<file path="src/rtl/swgc_pkg.sv">
`timescale 1ns / 1ps
`default_nettype none

package swgc_pkg;

  // Default sizes handed to the top level
  localparam int MAX_WINDOW_DEF    = 127;
  localparam int FRACTION_BITS_DEF = 16;

  // Fixed field widths
  localparam int CNT_W = 7;
  localparam int POS_W = 32;
  localparam int CHR_W = 8;

  // Register value after reset
  localparam logic [CNT_W-1:0] WINDOW_LEN_RST = 7'd21;

  // Characters with a meaning of their own
  localparam logic [CHR_W-1:0] CH_NEWLINE = 8'h0A;
  localparam logic [CHR_W-1:0] CH_HEADER  = 8'h3E;

  // Parsing phase of the current record
  typedef enum logic [1:0] {
    PH_HEADER = 2'd0,
    PH_FILL   = 2'd1,
    PH_STEADY = 2'd2
  } phase_t;

  // Sequencer states of the top level
  typedef enum logic [2:0] {
    ST_IDLE  = 3'd0,
    ST_POP   = 3'd1,
    ST_START = 3'd2,
    ST_DIV   = 3'd3,
    ST_LOAD  = 3'd4
  } seq_state_t;

  // Control shared by every window cell
  typedef struct packed {
    logic             clr;
    logic             shift;
    logic             wr_en;
    logic [CNT_W-1:0] wr_idx;
    logic             wr_bit;
  } cell_ctrl_t;

  // A, C, G or T in either case
  function automatic logic is_base(input logic [CHR_W-1:0] c);
    return (c == 8'h61) || (c == 8'h41) || (c == 8'h63) || (c == 8'h43) ||
           (c == 8'h67) || (c == 8'h47) || (c == 8'h74) || (c == 8'h54);
  endfunction

  // C or G in either case
  function automatic logic is_gc(input logic [CHR_W-1:0] c);
    return (c == 8'h63) || (c == 8'h43) || (c == 8'h67) || (c == 8'h47);
  endfunction

endpackage

`default_nettype wire

</file>
<file path="src/rtl/swgc_cell.sv">
`timescale 1ns / 1ps
`default_nettype none

// One window slot. Slot 0 holds the oldest base; a pop moves every slot
// one place toward slot 0, and a push writes the slot at the fill level.
module swgc_cell #(
  parameter int INDEX = 0
) (
  input  wire                  clk,
  input  wire swgc_pkg::cell_ctrl_t ctrl,
  input  wire                  from_right,
  output logic                 gc_bit
);
  import swgc_pkg::*;

  logic hit;

  assign hit = ctrl.wr_en && (ctrl.wr_idx == CNT_W'(INDEX));

  // Clear, write or take the neighbor's bit
  always_ff @(posedge clk) begin
    if (ctrl.clr) begin
      gc_bit <= 1'b0;
    end else if (hit) begin
      gc_bit <= ctrl.wr_bit;
    end else if (ctrl.shift) begin
      gc_bit <= from_right;
    end
  end

endmodule

`default_nettype wire

</file>
<file path="src/rtl/swgc_div.sv">
`timescale 1ns / 1ps
`default_nettype none

// Restoring divider for dividend * 2^FRACTION_BITS / divisor, where the
// dividend never exceeds the divisor. One quotient bit per cycle,
// FRACTION_BITS + 1 quotient bits, then a one-cycle done pulse.
module swgc_div #(
  parameter int FRACTION_BITS = swgc_pkg::FRACTION_BITS_DEF
) (
  input  wire                          clk,
  input  wire                          rst,
  input  wire                          start,
  input  wire  [swgc_pkg::CNT_W-1:0]   dividend,
  input  wire  [swgc_pkg::CNT_W-1:0]   divisor,
  output logic                         done,
  output logic [FRACTION_BITS:0]       quotient
);
  import swgc_pkg::*;

  localparam int CW = $clog2(FRACTION_BITS + 2);

  logic                   busy;
  logic [CW-1:0]          cnt;
  logic                   first;
  logic                   zero_div;
  logic [CNT_W-1:0]       rem;
  logic [CNT_W-1:0]       dsr;
  logic [FRACTION_BITS:0] q;
  logic [CNT_W:0]         trial;
  logic                   qbit;
  logic [CNT_W-1:0]       rem_next;

  // One trial subtraction per cycle
  always_comb begin
    trial    = first ? {1'b0, rem} : {rem, 1'b0};
    qbit     = trial >= {1'b0, dsr};
    rem_next = qbit ? CNT_W'(trial - {1'b0, dsr}) : CNT_W'(trial);
  end

  // Step counter and done pulse
  always_ff @(posedge clk) begin
    if (rst) begin
      busy <= 1'b0;
      cnt  <= '0;
      done <= 1'b0;
    end else begin
      done <= 1'b0;
      if (start) begin
        busy <= 1'b1;
        cnt  <= CW'(FRACTION_BITS + 1);
      end else if (busy) begin
        cnt <= cnt - CW'(1);
        if (cnt == CW'(1)) begin
          busy <= 1'b0;
          done <= 1'b1;
        end
      end
    end
  end

  // Remainder and quotient
  always_ff @(posedge clk) begin
    if (start) begin
      rem      <= dividend;
      dsr      <= divisor;
      first    <= 1'b1;
      zero_div <= (divisor == '0);
      q        <= '0;
    end else if (busy) begin
      rem   <= rem_next;
      first <= 1'b0;
      q     <= {q[FRACTION_BITS-1:0], qbit};
    end
  end

  // An empty window reads as a zero fraction.
  assign quotient = zero_div ? '0 : q;

endmodule

`default_nettype wire

</file>
<file path="src/rtl/sliding_window_gc_content.sv">
`timescale 1ns / 1ps
`default_nettype none

// Sliding-window GC content over a FASTA character stream.
// Input channel s_axis: one ASCII character per transfer in tdata; tlast
// marks end of stream (the character is then ignored and the open record
// is drained). Output channel m_axis: one result per transfer; tlast marks
// the final result caused by an input transfer, tuser marks a short record.
// Configuration channel cfg: writes window_len, clears the window and
// returns to header skipping; it is always ready. The user must write it
// only while idle; the block does not enforce this. Timing: a character
// that causes no result is taken while the sequencer is idle. Each result
// waits on the bit-serial divider that forms the fraction; a record end
// gives window/2 results in a row, each after one pop of the cell chain.
// The output register holds a result while the receiver stalls; the next
// character is taken as soon as the last result of the current one sits in
// that register. A stall stops the sequencer before the next load only.
// Reset: window_len returns to 21, the window is empty, and the block
// skips text until the first newline.
module sliding_window_gc_content #(
  parameter int MAX_WINDOW    = swgc_pkg::MAX_WINDOW_DEF,
  parameter int FRACTION_BITS = swgc_pkg::FRACTION_BITS_DEF,
  localparam int PAYLOAD_W = 2 * swgc_pkg::CNT_W + FRACTION_BITS + 1 + swgc_pkg::POS_W,
  localparam int TDATA_W   = ((PAYLOAD_W + 7) / 8) * 8
) (
  input  wire                        clk,
  input  wire                        rst,
  // Configuration: window_len
  input  wire                        cfg_valid,
  output logic                       cfg_ready,
  input  wire  [swgc_pkg::CNT_W-1:0] cfg_data,
  // tdata: stream_byte; tlast: end_of_stream
  input  wire                        s_axis_tvalid,
  output logic                       s_axis_tready,
  input  wire  [swgc_pkg::CHR_W-1:0] s_axis_tdata,
  input  wire                        s_axis_tlast,
  // tdata: gc_count, base_count, gc_fraction, position, zero fill
  output logic                       m_axis_tvalid,
  input  wire                        m_axis_tready,
  output logic [TDATA_W-1:0]         m_axis_tdata,
  // tlast: last; tuser: short_record
  output logic                       m_axis_tlast,
  output logic                       m_axis_tuser
);
  import swgc_pkg::*;

  localparam logic [CNT_W-1:0] W_CAP = CNT_W'((MAX_WINDOW - 1) | 1);

  seq_state_t           state, state_next;
  phase_t               phase, phase_next;
  logic [CNT_W-1:0]     window_len;
  logic [CNT_W-1:0]     held;
  logic [CNT_W-1:0]     gc;
  logic [POS_W-1:0]     pos, pos_next, pos_inc;
  logic [POS_W-1:0]     res_pos, res_pos_next;
  logic                 res_short, res_short_next;
  logic                 res_last, res_last_next;
  logic                 clr_after, clr_after_next;
  logic [CNT_W-2:0]     drain_left, drain_left_next;

  logic [CNT_W-1:0]     w_raw, w_eff, half;
  logic [CNT_W:0]       held_inc, half_inc;
  logic                 cfg_fire, push, pop, clear, div_start, load;
  logic                 new_gc;
  logic                 div_done;
  logic [FRACTION_BITS:0] div_q;
  cell_ctrl_t           ctrl;
  logic [MAX_WINDOW:0]  bits;

  assign cfg_ready     = 1'b1;
  assign cfg_fire      = cfg_valid;
  assign s_axis_tready = (state == ST_IDLE);
  assign new_gc        = is_gc(s_axis_tdata);

  // Effective odd window and its half
  always_comb begin
    w_raw    = window_len | CNT_W'(1);
    w_eff    = (w_raw > W_CAP) ? W_CAP : w_raw;
    half     = w_eff >> 1;
    held_inc = {1'b0, held} + (CNT_W + 1)'(1);
    half_inc = {1'b0, half} + (CNT_W + 1)'(1);
    pos_inc  = (pos == '1) ? pos : pos + POS_W'(1);
  end

  // Sequencer: parse, pop, divide, load
  always_comb begin
    state_next      = state;
    phase_next      = phase;
    push            = 1'b0;
    pop             = 1'b0;
    clear           = 1'b0;
    div_start       = 1'b0;
    load            = 1'b0;
    pos_next        = pos;
    res_pos_next    = res_pos;
    res_short_next  = res_short;
    res_last_next   = res_last;
    clr_after_next  = clr_after;
    drain_left_next = drain_left;
    case (state)
      ST_IDLE: begin
        if (s_axis_tvalid) begin
          case (phase)
            PH_FILL, PH_STEADY: begin
              if (s_axis_tlast || (s_axis_tdata == CH_HEADER)) begin
                // Record end
                phase_next = PH_HEADER;
                if ({1'b0, held} < half_inc) begin
                  res_pos_next   = POS_W'(1);
                  res_short_next = 1'b1;
                  res_last_next  = 1'b1;
                  clr_after_next = 1'b1;
                  state_next     = ST_START;
                end else if (half == '0) begin
                  clear = 1'b1;
                end else begin
                  drain_left_next = half[CNT_W-2:0];
                  res_short_next  = 1'b0;
                  state_next      = ST_POP;
                end
              end else if (s_axis_tdata == CH_NEWLINE) begin
                state_next = ST_IDLE;
              end else if (phase == PH_FILL) begin
                if (is_base(s_axis_tdata) && (held < w_eff)) begin
                  push = 1'b1;
                  if (held_inc >= half_inc) begin
                    pos_next       = pos_inc;
                    res_pos_next   = pos_inc;
                    res_short_next = 1'b0;
                    res_last_next  = 1'b1;
                    clr_after_next = 1'b0;
                    state_next     = ST_START;
                  end
                  if (held_inc >= {1'b0, w_eff}) begin
                    phase_next = PH_STEADY;
                  end
                end
              end else begin
                // Full window: drop the oldest, take the new character
                pop            = (held >= w_eff) && (held != '0);
                push           = 1'b1;
                pos_next       = pos_inc;
                res_pos_next   = pos_inc;
                res_short_next = 1'b0;
                res_last_next  = 1'b1;
                clr_after_next = 1'b0;
                state_next     = ST_START;
              end
            end
            default: begin
              // Header skip, also for the unused code
              if (!s_axis_tlast && (s_axis_tdata == CH_NEWLINE)) begin
                clear      = 1'b1;
                phase_next = PH_FILL;
              end else begin
                phase_next = PH_HEADER;
              end
            end
          endcase
        end
      end
      ST_POP: begin
        pop             = 1'b1;
        pos_next        = pos_inc;
        res_pos_next    = pos_inc;
        res_last_next   = (drain_left == (CNT_W - 1)'(1));
        clr_after_next  = (drain_left == (CNT_W - 1)'(1));
        drain_left_next = drain_left - (CNT_W - 1)'(1);
        state_next      = ST_START;
      end
      ST_START: begin
        div_start  = 1'b1;
        state_next = ST_DIV;
      end
      ST_DIV: begin
        if (div_done) begin
          state_next = ST_LOAD;
        end
      end
      ST_LOAD: begin
        if (!m_axis_tvalid || m_axis_tready) begin
          load = 1'b1;
          if (res_last) begin
            clear      = clr_after;
            state_next = ST_IDLE;
          end else begin
            state_next = ST_POP;
          end
        end
      end
      default: begin
        state_next = ST_IDLE;
      end
    endcase
  end

  // Control registers
  always_ff @(posedge clk) begin
    if (rst) begin
      state      <= ST_IDLE;
      phase      <= PH_HEADER;
      window_len <= WINDOW_LEN_RST;
      held       <= '0;
      gc         <= '0;
      pos        <= '0;
      drain_left <= '0;
      res_last   <= 1'b0;
      clr_after  <= 1'b0;
    end else if (cfg_fire) begin
      state      <= ST_IDLE;
      phase      <= PH_HEADER;
      window_len <= cfg_data;
      held       <= '0;
      gc         <= '0;
      pos        <= '0;
    end else begin
      state      <= state_next;
      phase      <= phase_next;
      drain_left <= drain_left_next;
      res_last   <= res_last_next;
      clr_after  <= clr_after_next;
      if (clear) begin
        held <= '0;
        gc   <= '0;
        pos  <= '0;
      end else begin
        held <= held + CNT_W'(push) - CNT_W'(pop);
        gc   <= gc + CNT_W'(push & new_gc) - CNT_W'(pop & bits[0]);
        pos  <= pos_next;
      end
    end
  end

  // Result fields waiting for the divider
  always_ff @(posedge clk) begin
    res_pos   <= res_pos_next;
    res_short <= res_short_next;
  end

  // Window cell chain
  always_comb begin
    ctrl.clr    = rst || cfg_fire || clear;
    ctrl.shift  = pop;
    ctrl.wr_en  = push;
    ctrl.wr_idx = held - CNT_W'(pop);
    ctrl.wr_bit = new_gc;
  end

  assign bits[MAX_WINDOW] = 1'b0;

  for (genvar i = 0; i < MAX_WINDOW; i++) begin : g_cell
    swgc_cell #(
      .INDEX(i)
    ) u_cell (
      .clk       (clk),
      .ctrl      (ctrl),
      .from_right(bits[i+1]),
      .gc_bit    (bits[i])
    );
  end

  // Fraction unit
  swgc_div #(
    .FRACTION_BITS(FRACTION_BITS)
  ) u_div (
    .clk     (clk),
    .rst     (rst),
    .start   (div_start),
    .dividend(gc),
    .divisor (held),
    .done    (div_done),
    .quotient(div_q)
  );

  // Output register
  always_ff @(posedge clk) begin
    if (rst) begin
      m_axis_tvalid <= 1'b0;
    end else if (load) begin
      m_axis_tvalid <= 1'b1;
    end else if (m_axis_tready) begin
      m_axis_tvalid <= 1'b0;
    end
  end

  always_ff @(posedge clk) begin
    if (load) begin
      m_axis_tdata <= TDATA_W'({res_pos, div_q, held, gc});
      m_axis_tlast <= res_last;
      m_axis_tuser <= res_short;
    end
  end

endmodule

`default_nettype wire

</file>
<file path="config.mk">
export PLATFORM = sky130hd
export DESIGN_NAME = sliding_window_gc_content
export DESIGN_NICKNAME = d
export VERILOG_FILES = /design/src/rtl/swgc_pkg.sv /design/src/rtl/swgc_cell.sv /design/src/rtl/swgc_div.sv /design/src/rtl/sliding_window_gc_content.sv
export SDC_FILE = /design/constraint.sdc
export NUM_CORES = 1
export LEC_CHECK = 0
export ABC_AREA = 1
export BUFFER_PORTS_ARGS = -buffer_cell sky130_fd_sc_hd__buf_2
export CORE_MARGIN = 2
export CORE_UTILIZATION = 30
export CTS_CLUSTER_DIAMETER = 50
export DETAILED_ROUTE_END_ITERATION = 8
export PLACE_DENSITY = 0.54
export SLEW_MARGIN = 20
export SYNTH_ARGS = -nofsm -noshare
export SYNTH_HDL_FRONTEND = slang
export SYNTH_SLANG_ARGS = --single-unit
</file>
<file path="constraint.sdc">
create_clock -name clk -period 11.05 [get_ports clk]
set_input_delay 1.105 -clock clk [delete_from_list [all_inputs] [get_ports clk]]
set_output_delay 1.105 -clock clk [all_outputs]
set_load 0.01 [all_outputs]
</file>
# == After elaboration in Yosys (flattened, before gate mapping) ==
# Index checks and enable logic that the tools add are counted.
# word_totals
reg_bits,332
in_bits,21
out_inout_bits,69
elab_cells,990
# classes
add_sub_neg,11
magnitude_cmp,7
n_eq_ne,171
n_mux,352
bitwise,4
reduce_logical,293
# ops
operator,count
$eq A7 B7 Y1 const B,63
$mux W32,12
$mux W1,303
$reduce_bool A2 Y1,130
$eq A7 B6 Y1 const B,32
$logic_and A1 B1 Y1,130
$pmux W32 S2,2
$eq A7 B5 Y1 const B,16
$eq A8 B7 Y1 const B,8
$eq A7 B4 Y1 const B,8
$reduce_and A7 Y1,5
$mux W3,11
$add A32 B1 Y32 const B,1
$eq A32 B32 Y1 const B,1
$mux W6,5
$eq A7 B3 Y1 const B,4
$mux W7,4
$ge A8 B7 Y1,3
$logic_not A7 Y1,3
$sub A7 B1 Y7,3
$ne A3 B3 Y1 const B,6
$ne A3 B2 Y1 const B,5
$pmux W3 S5,1
$add A7 B1 Y7,2
other kinds (39),80

# == Logic depth before layout (Yosys ltp) ==
# Gate-level depths: netlist of run 1.
# logic_depth
word_depth,19
mapped_depth,25
depth_no_buf,24

# == By module ==
# From an unflattened synthesis of run 1, not the netlist that was laid out.
# hier_totals
hier_cells,3768
hier_area_um2,23307.4
# by_module_without_submodules
module,n_inst,cells_each,area_each_um2,seq_area_each_um2
sliding_window_gc_content,1,1032,8775.9,4264.1
swgc_cell at g_cell[100].u_cell ...,34,20,100.1,20.0
swgc_cell at g_cell[101].u_cell ...,35,19,96.3,20.0
swgc_cell at g_cell[10].u_cell ...,21,21,103.8,20.0
swgc_div,1,256,2053.2,950.9
swgc_cell at g_cell[103].u_cell ...,13,18,92.6,20.0
swgc_cell at g_cell[16].u_cell ...,7,22,107.6,20.0
swgc_cell at g_cell[109].u_cell ...,8,18,90.1,20.0
swgc_cell at g_cell[111].u_cell ...,7,17,88.8,20.0
swgc_cell at g_cell[0].u_cell,1,23,111.4,20.0
swgc_cell at g_cell[76].u_cell,1,20,111.4,20.0

# == Least setup slack after synthesis of run 1 ==
# Ideal clock, no wire load.
# synth_timing
kind,in2reg
startpoint,input port m_axis_tready
endpoint,register g_cell[32].u_cell.gc_bit
setup_ps,110
arrival_ps,4957
t_required_ps,10940
path_slack_ps,5983
cell_stages,11
n_path_buf,2
cell_sequence,nor2_1 -> nor2_1 -> nand3_1 -> o21ai_1 -> inv_1 -> nand3_1 -> inv_2 -> buf_2 -> clkbuf_1 -> nand2_1 -> inv_1
# synth_between
elab_chain_len,4
# synth_rtl
item,line_no,text
start: declaration,sliding_window_gc_content.sv:39,"input wire m_axis_tready,"
$logic_or A1 B1 Y1,sliding_window_gc_content.sv:181,if (!m_axis_tvalid || m_axis_tready) begin
$mux W1,sliding_window_gc_content.sv:181,
$pmux W1 S2,sliding_window_gc_content.sv:100,case (state)
$logic_or A1 B1 Y1,sliding_window_gc_content.sv:242,ctrl.clr = rst || cfg_fire || clear;
end signal: assignment,swgc_cell.sv:25,gc_bit <= ctrl.wr_bit;
end signal: assignment,swgc_cell.sv:27,gc_bit <= from_right;
end: declaration,swgc_cell.sv:12,output logic gc_bit
# Every way passes these cells.
# A chain may end at the register's enable or synchronous reset.

# == Worst setup path in the final report of run 1 ==
# layout_timing
startpoint,register held[4]
endpoint,register gc[6]
# layout_between
elab_chain_len,12
elab_cells_between_ends,29
classes_between,add/sub: 2; order compare: 3; mux: 18; bitwise: 2; reduce/logical: 4
# layout_rtl
item,line_no,text
start: declaration,sliding_window_gc_content.sv:52,logic [CNT_W-1:0] held;
start signal: assignment,sliding_window_gc_content.sv:227,held <= held + CNT_W'(push) - CNT_W'(pop);
$lt A7 B7 Y1,sliding_window_gc_content.sv:124,if (is_base(s_axis_tdata) && (held < w_eff)) begin
$logic_and A1 B1 Y1,sliding_window_gc_content.sv:124,
$mux W1,sliding_window_gc_content.sv:124,
$mux W1,sliding_window_gc_content.sv:123,end else if (phase == PH_FILL) begin
$mux W1,sliding_window_gc_content.sv:121,end else if (s_axis_tdata == CH_NEWLINE) begin
$mux W1,sliding_window_gc_content.sv:105,if (s_axis_tlast || (s_axis_tdata == CH_HEADER)) begin
$mux W1,sliding_window_gc_content.sv:103,case (phase)
$mux W1,sliding_window_gc_content.sv:102,if (s_axis_tvalid) begin
$mux W1,sliding_window_gc_content.sv:100,
$and A1 B1 Y1,sliding_window_gc_content.sv:228,gc <= gc + CNT_W'(push & new_gc) - CNT_W'(pop & bits[0]);
$add A7 B1 Y7,sliding_window_gc_content.sv:228,
$sub A7 B1 Y7,sliding_window_gc_content.sv:228,
end signal: assignment,sliding_window_gc_content.sv:228,
end: declaration,sliding_window_gc_content.sv:53,logic [CNT_W-1:0] gc;
# Parallel ways exist; a longest one is shown, timed or not.

==> results of run 1 <==
-- synth_stat cells, types with 21 or more instances --
cell type    n  area share, %
edfxtp_1   113             19
buf_2       59            1.6
dfxtp_1    218             24
o21ai_0     76            2.1
clkbuf_1    43           0.88
xor2_1      31            1.5
nand4_1    139            4.8
a21boi_0    21           0.86
nand3_1    249            6.8
nor3_1      28           0.77
inv_1      261            5.4
nor2_1     429            8.8
ha_1        69            4.7
nand2_1    616             13
a21oi_1     68            1.9
-- final timing paths --
kind | slack [ns] | end
min reg2reg | 0.40 | m_axis_tdata[57]
min | 0.40 | m_axis_tdata[57]
max reg2reg | 5.76 | gc[6]
max | 5.76 | gc[6]
-- through the flow --
stage	utilization [%]	hold slack (ns)	setup WS [ns]	cells
finish	34.2	0.404	5.76	3378
global placement	31.9	0.401	5.36	3298
detailed placement	31.9	0.405	5.32	3298
global route	34.2	0.417	5.19	3378
CTS	34.2	0.409	5.68	3378
floorplan	-	0.400	5.98	2542
-- layout make-up --
cell class | count | share of cell area (%)
Clock buffer | 54 | 5.56
Clock inverter | 26 | 1.21
Inverter | 270 | 4.95
Multi-Input combinational cell | 1814 | 43.3
Sequential cell | 331 | 37.6
Tap cell | 782 | 4.74
Timing Repair Buffer | 101 | 2.63
-- cells in the final DEF, fill, tap and decap left out, types with 8 or more instances in the layout --
| master | n |
|---|---|
| ha_1 | 69 |
| a21oi_1 | 68 |
| clkbuf_16 | 43 |
| xor2_1 | 31 |
| nor2_1 | 427 |
| nor3_1 | 27 |
| a22oi_1 | 16 |
| xnor2_1 | 9 |
| a21boi_0 | 21 |
| buf_4 | 15 |
| clkinv_2 | 11 |
| nand3_1 | 249 |
| nand4_1 | 139 |
| clkbuf_1 | 8 |
| inv_1 | 261 |
| o21ai_0 | 76 |
| or2_2 | 16 |
| clkinv_1 | 8 |
| nand2_1 | 616 |
| dfxtp_1 | 218 |
| edfxtp_1 | 113 |
| buf_2 | 86 |
-- per-layer routing --
metal	GRT usage, %	vias up	part of all wire (%)
met5	0	-	0
met4	3.79	0	2.0
met3	2.57	66	4.4
met2	25.1	315	47
met1	19.0	7579	47
li1	-	8359	-
-- sequential cells by signal, indices dropped and copies added (netlist names), 5 cells and up --
register and count:
g_cell.u_cell.gc_bit 127, m_axis_tdata 63, pos 32, res_pos 32, u_div.q 17, gc 7
held 7, u_div.dsr 7, u_div.rem 7, drain_left 6, window_len 6, u_div.cnt 5
-- worst max-delay path: stages (launching register included) --
cell	delay, ns
dfxtp_1	0.58
inv_1	0.26
ha_1	0.28
nand2_1	0.07
inv_1	0.05
nand2_1	0.08
nor2_1	0.06
nor2_1	0.12
nand4_2	0.77
nand2_4	0.37
clkinv_2	0.69
nor2_1	0.30
ha_1	0.17
inv_1	0.04
ha_1	0.19
fa_1	0.42
nand3_1	0.11
nand2_1	0.07
inv_1	0.07
o21ai_0	0.08
a21oi_1	0.17
xor2_1	0.16
inv_1	0.05
nor2_1	0.09
-- power by group --
part | total [mW] | switching, mW | internal, mW
clock | 1.38 | 0.567 | 0.816
sequential | 1.47 | 0.0717 | 1.39
combinational | 1.03 | 0.757 | 0.275
total | 3.88 | 1.40 | 2.49
-- logic make-up after synthesis --
group | count (synthesis) | synth area share (%)
AOI/OAI and AO/OA | 195 | 6.02
adders and majority gates | 72 | 5.05
DFF | 331 | 42.4
other | 2 | 0.0411
xor gates and xnor gates | 40 | 1.92
buffers and inverters | 397 | 8.88
and+or+nand+nor | 1505 | 35.7
==> impl_metrics.toml, run 1 <==
[worst_setup_path]
worstSetupStartpoint = "held[4]"
cp-start-kind = "register"
reg2regPathDepth = 23
required_ns = 11.57
cp-end-kind = "register"
crit_fanout = 56
cp.arrival_ns = 5.82
path_class = "register to register"
r2r_start = "held[4]"

[sta]
slew_headroom_pct = 25.6
skew_ns = 0.0288
worst_pin_slew_ns = 1.11
min_period_ns = 5.29
hold_violations = 0
rsz0062_at_grt = "false"
setup-tns-final_ns = 0
fin_crit_sh_pct = 47.9
final-setup-viol-count = 0
fmax_ghz = 0.189
maxSlewViolCount = 0

[power_and_ir_drop]
cellPowerDensity_nw_per_um2 = 188
ir_worst_vdd_mv = 0.106
power_leakage_nw = 9.26
total_power_mw = 3.88

[min_path]
holdCritStartpoint = "res_pos[26]"
hold_depth = 0
hold_class = "register to register"

[clock_tree]
clock_sinks = 331
h-tree-depth = 2
post_cts_buffers = 0
clkSlewWorstSetupHoldPaths_ns = 0.06
cts_buffer_depth = 3
insertion_delay_ns = 0.59
cts_tree = "done"
cts.repair.resized = 0
cts_buffers = 43
clock-root-buffer = "clkbuf_16"
postCtsHoldBufs = 0

[routing]
wl_um = 47200
drt-initial-drc-count = 1088
drc = 0
drt-pass1-iter-count = 8
viasPerCell = 4.83
post_drt_wl_per_cell_um = 14.0
final_antenna_net_count = 0
vias = 16319

[floorplanning]
coreArea_um2 = 60400
rows = 90
dieArea_um2 = 62900
ios = 90
initial_utilization_pct = 30.3
dieWidth_um = 251
fp.dieH_um = 251

[yosys]
synthFlopType = "dfxtp_1"
ys_async_sr_fraction_pct = 0
synth_edf_count = 113
ys_warn_count = 0
syn-cell-area_um2 = 18300
syn-num-nets = 2635
syn_inst = 2542
seq_area_frac_synth_pct = 42.4
syn_avg_cell_area_um2 = 7.19
ys_ff_latch = 331
synth_cell_types = 46

[grt]
antenna_found_initial = 0
grt_pass1_vias = 15323
grt_pass1_wl_um = 77000
track_usage_pct = 14.6
grt_overflow = 0
grt_max_degree = 105

[final_layout]
n_antenna_cell = 0
nets = 2654
multiInputGateArea_um2 = 8930
regArea_um2 = 7760
area_growth_pct = 12.8
drive_gt1_share_pct = 8.20
num-fill-cells = 6365
design_area_um2 = 20600

[placed_design]
place_congestion = 0.883
placed_area_um2 = 19200
hpwl_um = 30400
portBuffers = 86

[job]
max_cap_viol_count = 0

[outcome]
status = "completed"
Power figures use the tool's default switching activity.
==> run 2, diff against run 1 <==
--- a/config.mk
+++ b/config.mk
@@ -5,7 +5,7 @@
 export SDC_FILE = /design/constraint.sdc
 export NUM_CORES = 1
 export LEC_CHECK = 0
-export ABC_AREA = 1
+export ABC_AREA = 0
 export BUFFER_PORTS_ARGS = -buffer_cell sky130_fd_sc_hd__buf_2
 export CORE_MARGIN = 2
 export CORE_UTILIZATION = 30
==> constraint.sdc (replaced) <==
create_clock -name clk -period 5.2 [get_ports clk]
set_input_delay 0.52 -clock clk [delete_from_list [all_inputs] [get_ports clk]]
set_output_delay 0.52 -clock clk [all_outputs]
set_load 0.01 [all_outputs]
==> run 2 against run 1 <==
  * Clock power up 110%
  * Hold slack worse by 0.21 ns
  * Die area down 8.4%
  * First-iteration DRC count down 27%
  * Critical path type unchanged
  * Critical endpoint is now g_cell[111].u_cell.gc_bit
==> impl_metrics.toml, run 2 <==
[clock_tree]
insertion_delay_ns = 0.56
cts_tree = "done"
clock_sinks = 331
h-tree-depth = 2
cts_buffers = 40
cts.repair.resized = 0
post_cts_buffers = 0
clkSlewWorstSetupHoldPaths_ns = 0.06
postCtsHoldBufs = 0
cts_buffer_depth = 3
clock-root-buffer = "clkbuf_16"

[power_and_ir_drop]
power_frac_seq_pct = 46.5
power.switching_mw = 1.23
cellPowerDensity_nw_per_um2 = 296
p_clk_share_pct = 51.0
ir_worst_vdd_mv = 0.188
comb_power_share_pct = 2.5
intPower_mw = 4.52
power_leakage_nw = 6.66
p_sw_share_pct = 21.4

[grt]
grt_overflow = 0
antenna_found_initial = 0
track_usage_pct = 15.0
grt_pass1_wl_um = 69100
grt_max_degree = 67
grt_pass1_vias = 12656

[routing]
final_antenna_net_count = 0
drt-pass1-iter-count = 5
drt-initial-drc-count = 790
post_drt_wl_per_cell_um = 17.0
drc = 0
vias = 13109
wl_um = 43100
viasPerCell = 5.17

[yosys]
syn_inst = 1681
synth_adder_area_share_pct = 5.52
synth_cell_types = 74
syn-cell-area_um2 = 16700
seq_area_frac_synth_pct = 46.4
ys_warn_count = 0
synth_compound_gate_area_share_pct = 15.2
synth_most_common_cell = "dfxtp_1"
synth_top_area_cell = "dfxtp_1"
synth_commonest_cells = "218 x dfxtp_1, 147 x nor2_1, 128 x nand2_1"
synthMuxAreaShare_pct = 9.51
synth_edf_count = 113
synth.area.top_cells = "dfxtp_1 26%, edfxtp_1 20%, mux2i_1 5.8%, ha_1 5.2%, a221oi_1 3.8%"
synthXorXnorAreaFrac_pct = 3.61
synth_top_family_by_area = "simple AND/OR/NAND/NOR gates"
ys_async_sr_fraction_pct = 0
synth_top_area_share_pct = 26.1
syn-num-nets = 1774
ys_ff_latch = 331
syn_avg_cell_area_um2 = 9.95
synthFlopType = "dfxtp_1"
synthSimpleGateAreaFrac_pct = 15.5

[sta]
maxSlewViolCount = 0
fmax_ghz = 0.213
worst_pin_slew_ns = 0.906
rsz0062_at_grt = "false"
skew_ns = 0.0277
fin_crit_sh_pct = 90.2
min_period_ns = 4.69
hold_violations = 0
setup-tns-final_ns = 0
slew_headroom_pct = 39.6
final-setup-viol-count = 0

[floorplanning]
ios = 90
dieArea_um2 = 57700
initial_utilization_pct = 30.4
dieWidth_um = 240
coreArea_um2 = 55100
rows = 86
fp.dieH_um = 240

[placed_design]
place_congestion = 0.844
placed_area_um2 = 18000
portBuffers = 86
hpwl_um = 29600

[final_layout]
regMostFlops = "g_cell.u_cell.gc_bit"
drive_gt1_share_pct = 15.7
area_growth_pct = 16.3
utilization_pct = 35.3
n_antenna_cell = 0
final_common_cell = "dfxtp_1"
largest_reg_flops = 127
biggestRegsByFlops = "g_cell.u_cell.gc_bit: 127 flops, m_axis_tdata: 63 flops"
nets = 1852
final_cell_mix = "218 x dfxtp_1, 145 x nor2_1, 128 x nand2_1"
design_area_um2 = 19400

[worst_setup_path]
r2r_start = "phase[1]"
crit_chain = "inv_1 -> ha_1 -> nand2b_1 -> or3_1 -> or2_1 -> o41ai_4 -> ha_1 -> nand3_1 -> xnor2_1 -> buf_4 -> nand3_1 -> nor2_1 -> nand2_1 -> a221oi_1"
path_class = "register to register"
crit_fanout = 16
critPathSlowestCell = "nor2_1"
worstSetupStartpoint = "phase[1]"
required_ns = 5.66
cp_top_family = "simple AND/OR/NAND/NOR gates"
cp.arrival_ns = 5.15
cp-start-kind = "register"
cp_slowest_stage_delay_ns = 0.77
cp-end-kind = "register"
critPathBufInv = 2

[outcome]
status = "completed"

[min_path]
hold_class = "input pin to register"
holdCritStartpoint = "cfg_data[4]"

[job]
max_cap_viol_count = 0
## run 2: cell types whose count changed in the layout (fill, tap and decap cells not counted), sizes merged, moves of 39 or more
cell	previous run	this run
nand3	249	57
nor2	436	147
xnor2	9	48
a211oi	1	42
nand4	140	18
mux2i	0	97
inv	271	68
a221oi	1	75
mux2	0	55
nand2	623	128
## run 2: cell type report
class	instances	area, um^2
multi-input cells	1188	8290
clock inverters	19	260
well taps	748	936
flip-flops and latches	331	7760
inverters	62	233
repair buffers	136	831
fillers	5593	35700
clock buffers	53	1140
## run 2: routing by layer
metal  routed length [um]  GRT usage, %  part of all wire, %  vias up
met3                 2460          2.89                  5.7       70
met1                19400          20.0                   45     6299
li1                     -             -                    -     6391
met5                    0             0                    0        -
met4                 1090          4.71                  2.5        0
met2                20100          24.3                   47      349
## run 2: final timing paths
check                                    to  slack, ns  cells past startpoint
setup / recovery  g_cell[111].u_cell.gc_bit       0.51                     14
hold / removal                window_len[4]       0.19                      3
setup reg to reg  g_cell[111].u_cell.gc_bit       0.51                     14
hold reg to reg            m_axis_tdata[45]       0.42                      0
## run 2: power by group through the flow
stage	Sequential (mW)	Combinational, mW	Clock (mW)
floorplan	2.72	0.0986	0
global placement	2.73	0.140	0
detailed placement	2.73	0.143	0
CTS	2.67	0.143	3.02
global route	2.67	0.160	3.12
finish	2.67	0.144	2.94
## run 2: worst register-to-register path: stages, from the launching register on
cell and delay, ns:
dfxtp_1 0.34, inv_1 0.05, ha_1 0.31, nand2b_1 0.20, or3_1 0.39, or2_1 0.38
o41ai_4 0.40, ha_1 0.26, nand3_1 0.13, xnor2_1 0.17, buf_4 0.22, nand3_1 0.57
nor2_1 0.78, nand2_1 0.11, a221oi_1 0.28
## run 2: cells by family (layout without fill, tap and decap cells)
| family | after synthesis | in the layout |
|---|---|---|
| flip-flops | 331 | 331 |
| adder cells (fa/ha/maj) | 72 | 72 |
| other | 2 | 2 |
| buffers and inverters | 162 | 270 |
| AND/OR/NAND/NOR | 532 | 532 |
| AO/OA/AOI/OAI | 361 | 361 |
| multiplexers | 152 | 152 |
| XOR/XNOR | 69 | 69 |
## run 2: per-stage QoR
step	setup WS (ns)	total power [mW]	cells	hold slack [ns]
finish	0.511	5.75	2537	0.191
floorplan	0.909	2.82	1681	0.400
global route	0.0355	5.95	2537	0.197
CTS	0.522	5.83	2537	0.163
detailed placement	0.557	2.87	2465	0.405
global placement	0.644	2.87	2465	0.405
